[src/ebr_pkg.sv]
// ----------------------------------------------------------------------------
// ebr_pkg
// Shared types and constants for the Exp-Golomb bit reader.
// ----------------------------------------------------------------------------
package ebr_pkg;

  localparam int BUFFER_BYTES_DEF = 4096;
  localparam int VALUE_W          = 33;
  localparam int ACC_W            = 32;
  localparam int CNT_W            = 6;
  localparam int MAX_FIXED        = 32;
  localparam int MAX_ZEROS        = 32;
  localparam int S_TDATA_W        = 16;
  localparam int S_TUSER_W        = 3;
  localparam int M_TDATA_W        = 40;
  localparam int M_TUSER_W        = 2;

  typedef enum logic [1:0] {
    REQ_LOAD  = 2'd0,
    REQ_FIXED = 2'd1,
    REQ_UE    = 2'd2,
    REQ_SE    = 2'd3
  } req_t;

  typedef enum logic [3:0] {
    ST_IDLE  = 4'b0001,
    ST_FETCH = 4'b0010,
    ST_BITS  = 4'b0100,
    ST_DONE  = 4'b1000
  } state_t;

  typedef struct packed {
    logic               valid;
    logic [VALUE_W-1:0] value;
    logic               exhausted;
    logic               code_error;
  } res_t;

endpackage

[src/ebr_ctrl.sv]
// ----------------------------------------------------------------------------
// ebr_ctrl
// Read position, fill count and the bit sequencer for fixed, ue and se reads.
// ----------------------------------------------------------------------------
module ebr_ctrl #(
  parameter int BUFFER_BYTES = 4096,
  parameter int AW           = 12,
  parameter int IDXW         = 13
) (
  input  logic                clk,
  input  logic                rst,
  input  logic                in_valid,
  output logic                in_ready,
  input  logic [1:0]          req_type,
  input  logic [7:0]          byte_value,
  input  logic                new_buffer,
  input  logic [5:0]          bit_count,
  input  logic                out_free,
  output ebr_pkg::res_t       res,
  output logic                wr_en,
  output logic [AW-1:0]       wr_addr,
  output logic [7:0]          wr_data,
  output logic [AW-1:0]       rd_addr,
  input  logic [7:0]          rd_data
);
  import ebr_pkg::*;

  localparam logic [IDXW-1:0]  DEPTH_IDX = IDXW'(BUFFER_BYTES);
  localparam logic [CNT_W-1:0] FIX_MAX   = CNT_W'(MAX_FIXED);
  localparam logic [CNT_W-1:0] ZERO_LAST = CNT_W'(MAX_ZEROS - 1);

  state_t             state;
  req_t               op;
  req_t               req;
  logic [IDXW-1:0]    fill;
  logic [IDXW-1:0]    fill_base;
  logic [IDXW-1:0]    byte_idx;
  logic [IDXW-1:0]    byte_idx_next;
  logic [2:0]         bit_idx;
  logic [7:0]         byte_reg;
  logic [ACC_W-1:0]   acc;
  logic [ACC_W-1:0]   ue_val;
  logic [VALUE_W-1:0] half;
  logic [CNT_W-1:0]   remaining;
  logic [CNT_W-1:0]   zeros;
  logic [CNT_W-1:0]   cnt_sat;
  logic               prefix;
  logic               exh;
  logic               err;
  logic               avail;
  logic               cur_bit;
  logic               wrap;
  logic               load_acc;

  assign req       = req_t'(req_type);
  assign in_ready  = (state == ST_IDLE);
  assign load_acc  = in_valid && in_ready && (req == REQ_LOAD);
  assign fill_base = new_buffer ? '0 : fill;
  assign cnt_sat   = (bit_count > FIX_MAX) ? FIX_MAX : bit_count;

  assign avail   = (byte_idx < fill);
  assign cur_bit = avail & byte_reg[3'd7 - bit_idx];
  assign wrap    = avail && (bit_idx == 3'd7);

  always_comb begin
    byte_idx_next = byte_idx;
    if (load_acc && new_buffer) begin
      byte_idx_next = '0;
    end else if (state == ST_BITS && wrap) begin
      byte_idx_next = byte_idx + IDXW'(1);
    end
  end

  assign rd_addr = byte_idx_next[AW-1:0];
  assign wr_en   = load_acc && (fill_base < DEPTH_IDX);
  assign wr_addr = fill_base[AW-1:0];
  assign wr_data = byte_value;

  always_ff @(posedge clk) begin
    if (rst) begin
      state    <= ST_IDLE;
      fill     <= '0;
      byte_idx <= '0;
      bit_idx  <= '0;
    end else begin
      byte_idx <= byte_idx_next;
      unique case (state)
        ST_IDLE: begin
          if (in_valid) begin
            if (req == REQ_LOAD) begin
              if (new_buffer) begin
                bit_idx <= '0;
              end
              if (fill_base < DEPTH_IDX) begin
                fill <= fill_base + IDXW'(1);
              end else begin
                fill <= fill_base;
              end
            end else begin
              op        <= req;
              acc       <= '0;
              zeros     <= '0;
              exh       <= 1'b0;
              err       <= 1'b0;
              prefix    <= (req != REQ_FIXED);
              remaining <= cnt_sat;
              if (req == REQ_FIXED && cnt_sat == '0) begin
                state <= ST_DONE;
              end else begin
                state <= ST_FETCH;
              end
            end
          end
        end
        ST_FETCH: begin
          byte_reg <= rd_data;
          state    <= ST_BITS;
        end
        ST_BITS: begin
          if (avail) begin
            bit_idx <= bit_idx + 3'd1;
          end else begin
            exh <= 1'b1;
          end
          if (prefix) begin
            if (cur_bit) begin
              prefix    <= 1'b0;
              acc       <= ACC_W'(1);
              remaining <= zeros;
              if (zeros == '0) begin
                state <= ST_DONE;
              end else if (wrap) begin
                state <= ST_FETCH;
              end
            end else begin
              zeros <= zeros + CNT_W'(1);
              if (zeros == ZERO_LAST) begin
                err   <= 1'b1;
                state <= ST_DONE;
              end else if (wrap) begin
                state <= ST_FETCH;
              end
            end
          end else begin
            acc       <= {acc[ACC_W-2:0], cur_bit};
            remaining <= remaining - CNT_W'(1);
            if (remaining == CNT_W'(1)) begin
              state <= ST_DONE;
            end else if (wrap) begin
              state <= ST_FETCH;
            end
          end
        end
        ST_DONE: begin
          if (out_free) begin
            state <= ST_IDLE;
          end
        end
        default: state <= ST_IDLE;
      endcase
    end
  end

  // se: acc = k + 1, so an even acc gives +acc/2 and an odd acc gives -(acc/2)
  assign ue_val = acc - ACC_W'(1);
  assign half   = {2'b00, acc[ACC_W-1:1]};

  always_comb begin
    res.valid      = (state == ST_DONE);
    res.exhausted  = exh;
    res.code_error = err;
    if (err) begin
      res.value = '0;
    end else begin
      unique case (op)
        REQ_UE:  res.value = {1'b0, ue_val};
        REQ_SE:  res.value = acc[0] ? (~half + VALUE_W'(1)) : half;
        default: res.value = {1'b0, acc};
      endcase
    end
  end

  a_idx_within_fill: assert property (@(posedge clk) disable iff (rst)
    byte_idx <= fill) else $error("read position beyond fill");

  a_fill_bound: assert property (@(posedge clk) disable iff (rst)
    fill <= DEPTH_IDX) else $error("fill count beyond buffer");

  a_no_advance_when_dry: assert property (@(posedge clk) disable iff (rst)
    (state == ST_BITS && !avail) |=> ($stable(byte_idx) && $stable(bit_idx)))
    else $error("position moved past end of data");

  a_err_only_eg: assert property (@(posedge clk) disable iff (rst)
    (state == ST_DONE && err) |-> (op != REQ_FIXED && zeros == CNT_W'(MAX_ZEROS)))
    else $error("code error on fixed read or short prefix");

endmodule

[config.mk]
export PLATFORM = sky130hd
export DESIGN_NAME = ebr_ctrl
export DESIGN_NICKNAME = d
export VERILOG_FILES = /design/src/ebr_pkg.sv /design/src/ebr_ctrl.sv
export SDC_FILE = /design/constraint.sdc
export NUM_CORES = 1
export LEC_CHECK = 0
export ABC_AREA = 1
export BUFFER_PORTS_ARGS = -buffer_cell sky130_fd_sc_hd__buf_2
export CORE_ASPECT_RATIO = 0.5
export CORE_MARGIN = 5
export CORE_UTILIZATION = 25
export DETAILED_ROUTE_END_ITERATION = 6
export MAX_ROUTING_LAYER = met4
export SYNTH_ARGS = -nofsm -noshare
export SYNTH_HDL_FRONTEND = slang
export SYNTH_SLANG_ARGS = --single-unit
export TNS_END_PERCENT = 5
[constraint.sdc]
create_clock -name clk -period 10 [get_ports clk]
set_input_delay 2 -clock clk [delete_from_list [all_inputs] [get_ports clk]]
set_output_delay 2 -clock clk [all_outputs]
set_load 0.02 [all_outputs]
# --- After elaboration in Yosys (flattened, before gate mapping) ---
# Cells that the tools add are included.
totals:
  output_inout_bits: 70
  ram_bits: 0
  inputBits: 29
  latchBits: 0
  mem_count: 0
  mem_bits_ro: 0
  ff_bits: 90
  elab_cells: 127
classes:
  div: 0
  bitwise: 4
  n_mux: 54
  addsub: 8
  n_eq_ne: 22
  n_lt_le_gt_ge: 4
  multipliers: 0
  n_shift: 0
  n_reduce_logical: 22
op_table:
  columns: ["cell", "n"]
  rows:
  - ["$mux 32", 4]
  - ["$mux 33", 2]
  - ["$pmux 33 s2", 1]
  - ["$pmux 32 s2", 1]
  - ["$mux 6", 9]
  - ["$mux 4", 10]
  - ["$add 33x1->33 const B", 1]
  - ["$not 31->33", 1]
  - ["$sub 32x1->32 const B", 1]
  - ["$add 13x1->13 const B", 2]
  - ["$mux 13", 2]
  - ["$mux 12", 2]
  - ["$pmux 6 s2", 2]
  - ["$pmux 4 s4", 1]
  - ["$reduce_and 5->1", 3]
  - ["$ne 2x2->1 const B", 7]
  - ["$lt 13x13->1", 1]
  - ["$lt 13x13->1 const B", 1]
  - ["$logic_not 6->1", 2]
  - ["$mux 3", 4]
  - ["$mux 1", 11]
  - ["$ne 2x1->1 const B", 4]
  - ["$reduce_and 4->1", 2]
  - ["$logic_and 1x1->1", 7]
  - ["other kinds (28)", 33]

# --- Depth between registers and ports, before layout ---
depth:
  depth_word: 8
  depth_mapped: 15
  ltp_nobuf: 15

# --- Least setup slack after synthesis ---
# OpenSTA, ideal clock, no wires.
synth_timing:
  path_kind: "input port to output port"
  startpoint: "input req_type[0]"
  endpoint: "output rd_addr[1]"
  slack_ns: 4.957
  path_buffers: 1
  arrival_time_ns: 3.043
  t_required_ns: 8.000
  cell_stages: 7
  path_cell_list: "inv_1 nand2_1 nor2_1 nand2_4 nor2_4 buf_2 nor3_1"
synth_between:
  elab_chain_cells: 4
synth_lines:
  columns: ["element", "line_no", "source"]
  rows:
  - ["from (decl)", "ebr_ctrl.sv:14", "input logic [1:0] req_type,"]
  - ["$logic_not 2->1", "ebr_ctrl.sv:57", "assign load_acc = in_valid && in_ready && (req == REQ_LOAD);"]
  - ["$logic_and 1x1->1", "ebr_ctrl.sv:57", null]
  - ["$logic_and 1x1->1", "ebr_ctrl.sv:67", "if (load_acc && new_buffer) begin"]
  - ["$mux 12", "ebr_ctrl.sv:67", null]
  - ["to (decl)", "ebr_ctrl.sv:23", "output logic [AW-1:0] rd_addr,"]
# Every way passes these cells.

# --- Final worst setup path ---
layout_timing:
  startpoint: "input req_type[0]"
  endpoint: "output rd_addr[3]"
# Same word-level chain as after synthesis.

==> run summary <==
status -> finished clean
leak pwr -> 3.24 nW
min Tclk post-route -> 5540 ps
CP peak stage delay -> 350 ps
Unique masters post-synth -> 43
sw power -> 0.661 mW
met2 GRT Util -> 0.228
Crit. End Element -> output port
Seq. cell area -> 2370 um^2
vias -> 6,619
reg2reg start -> fill[12]
fmax -> 0.181 GHz
Placer Congestion -> 0.900
final-report max-slew violation count -> 0
Peak VDD IR -> 0.0000766 V
initial antenna violation count -> 0
CP startpoint kind -> input port
RSZ-0062 raised after global routing -> false
hold depth -> 2
Largest register FFs -> 32
WP data arrival -> 3540 ps
Post-synth EDFFs -> 57
WP data required -> 8000 ps
FF+latch count, synth -> 90
Hold Buf Count CTS -> 0
largest register by flop count -> acc
sw frac -> 0.445
CP max stage cell -> nor2_4
Ys Warns -> 0
# setup viols final -> 0
via/cell ratio -> 4.74
DR DRC count -> 0
Core Area -> 26,500 um^2
crit-path max FO -> 16
root buffer cell -> clkbuf_16
worst min-delay path class -> flop to flop
Logic pwr share -> 0.387
CP Class -> input port to output port
DRT Wirelength -> 20,700 um
worst reg2reg endpoint -> err
Ant. Diodes -> 0
clk sinks -> 90
cts repair resizes -> 0
Hold Path Sink -> fill[2]
Syn Area/Cell -> 6.86 um^2
Pwr Density -> 193 nW/um^2
mapped cell area -> 6730 um^2
CTS max path bufs -> 2
global-route wire length before repair -> 33,900 um
cell taking the most area after synthesis -> edfxtp_1
register-to-register setup slack -> 6850 ps
H-tree depth -> 3
Slew headroom -> 0.301
dpl hpwl -> 15,400 um
setup tns final -> 0 ps
largest net degree at the start of global routing -> 39
Clock Skews -> 8.43 ps
DIE AREA -> 30,500 um^2
Die Span Y -> 126 um
num rows -> 42
share of the synthesized area in the top cell type -> 0.254
Synth-to-Final Area Change -> 14.6%
register area share after synthesis -> 0.353
vias in the first global route -> 6,440
port bufs -> 82
max capacitance violation total -> 0
clock transition at the registers of the reported paths -> 70 ps
CTS tree -> done
worst slew pin tran -> 1040 ps
Num CTS Buffers -> 9
CP Cell Sequence -> buf_2, inv_1, nand2_1, nor2_1, nand2_4, nor2_4, inv_2, nand3b_1, inv_1, buf_2
period utilisation layout -> 0.554
Pre-Repair DR Iteration Count -> 6
Nets -> 1,091
initial core utilization -> 0.254
syn nets -> 1,032
DRT iter0 DRCs -> 602
clk_lat worst skew -> 360 ps
fraction of registers with async set/reset -> 0
hold violation count in the final report -> 0
Flop pwr share -> 0.380
met3 usage -> 0.0262
Routed WL per cell -> 14.8 um
Final Util -> 0.291
setup bufs post-CTS -> 0
total track usage -> 0.139
HP Start -> fill[2]
R2R depth -> 11
io pins -> 99
met1 GRT Util -> 0.174
Die W -> 242 um
Congestion Overflow GR -> 0
pre-CTS setup slack -> 4440 ps
layout cells sized above 1 -> 0.120
Final ANT Viol Nets -> 0
most used routing layer -> met2
Fillers -> 2,935
Int Pwr -> 0.825 mW
Mapped Cells -> 980
multi-input logic area -> 3640 um^2
Clock power frac -> 0.233
worst setup slack after layout -> 4460 ps
Largest regs -> acc x32, byte_idx x13, fill x13
Top FF cell, synth -> edfxtp_1
top cells by area, synth -> edfxtp_1, nand2_1, dfxtp_1
## power by group through the flow
stage	clock [mW]	sequential, mW	combinational (mW)
after floorplan	0	0.543	0.421
after global routing	0.372	0.577	0.648
after global placement	0	0.570	0.576
after CTS	0.359	0.563	0.579
final	0.346	0.564	0.576
after detailed placement	0	0.571	0.576
## layout by cell type (no fill, tap or decap), types with 6 or more instances in the layout
cell       instances
a21oi_1           79
clkbuf_16          9
nand2_1          180
o21ai_0           74
inv_1            134
nor3_1            19
o211ai_1          11
xnor2_1            6
ha_1              23
nand4_1            9
nor2_1           172
dfxtp_1           33
edfxtp_1          57
nand3_1           57
xor2_1            15
buf_2             82
o221ai_1          13
a31oi_1           14
## how the worst max path moves through the flow
| stage | start | to | slack (ps) | cells after the start |
|---|---|---|---|---|
| 3_5_place_dp | req_type[0] | rd_addr[3] | 4440 | 10 |
| 2_1_floorplan | req_type[0] | rd_addr[1] | 4960 | 7 |
| 5_1_grt | req_type[0] | rd_addr[3] | 4260 | 10 |
| 3_3_place_gp | req_type[0] | rd_addr[3] | 4460 | 10 |
| 6_report | req_type[0] | rd_addr[3] | 4460 | 10 |
| 4_1_cts | req_type[0] | rd_addr[3] | 4430 | 10 |
## metal layers
| layer | part of all wire | routed length, um | vias up |
|---|---|---|---|
| li1 | - | - | 3387 |
| met1 | 0.45 | 9230 | 2988 |
| met2 | 0.47 | 9610 | 205 |
| met3 | 0.060 | 1240 | 39 |
| met4 | 0.028 | 571 | 0 |
| met5 | 0 | 0 | - |
## synth_stat cells, types with 2 or more instances
master	count
a21oi_1	80
nor3_1	19
nor4_2	2
buf_2	8
nand2_4	2
inv_1	134
o31ai_1	3
a2111oi_0	2
xor2_1	15
nor4_1	3
inv_2	4
buf_4	11
nand3_1	57
a31oi_1	14
o211ai_1	11
xnor2_1	6
a21boi_0	2
nor2_2	4
nor2_1	172
nand4_1	9
ha_1	23
a211oi_1	4
o221ai_1	13
or2_2	2
nor3_4	2
nand2_1	180
edfxtp_1	57
nand3b_1	2
nor2_4	3
o21ai_0	74
a221oi_1	3
dfxtp_1	33
clkbuf_1	16
## logic make-up (layout without fill, tap and decap cells)
| family | count (synthesis) | count (layout) | synth area share |
|---|---|---|---|
| flip-flops | 90 | 90 | 0.353 |
| AND/OR/NAND/NOR | 460 | 460 | 0.292 |
| buffers and inverters | 177 | 241 | 0.107 |
| XOR/XNOR | 21 | 21 | 0.0273 |
| AO/OA/AOI/OAI | 209 | 209 | 0.178 |
| adder cells (fa/ha/maj) | 23 | 23 | 0.0428 |
## layout make-up
type / count / share of cell area
clock buffers: 9 / 0.0292
inverters: 139 / 0.0677
repair buffers: 86 / 0.0572
flip-flops and latches: 90 / 0.308
multi-input cells: 713 / 0.473
well taps: 352 / 0.0572
clock inverters: 7 / 0.00796
## per-stage QoR
step | cells | total power, mW | hold WS, ps | cell area (um^2)
2_1_floorplan | 980 | 0.964 | 441 | 6730
3_3_place_gp | 1380 | 1.15 | 454 | 7420
3_5_place_dp | 1380 | 1.15 | 475 | 7420
4_1_cts | 1396 | 1.50 | 488 | 7710
5_1_grt | 1396 | 1.60 | 513 | 7710
6_report | 1396 | 1.49 | 484 | 7710
## critical path: cells and delay by family
kind,cells,cell delay [ps]
simple gates,5,930
buf+inv,5,600
Note: power is estimated with default switching activity, not from simulation.
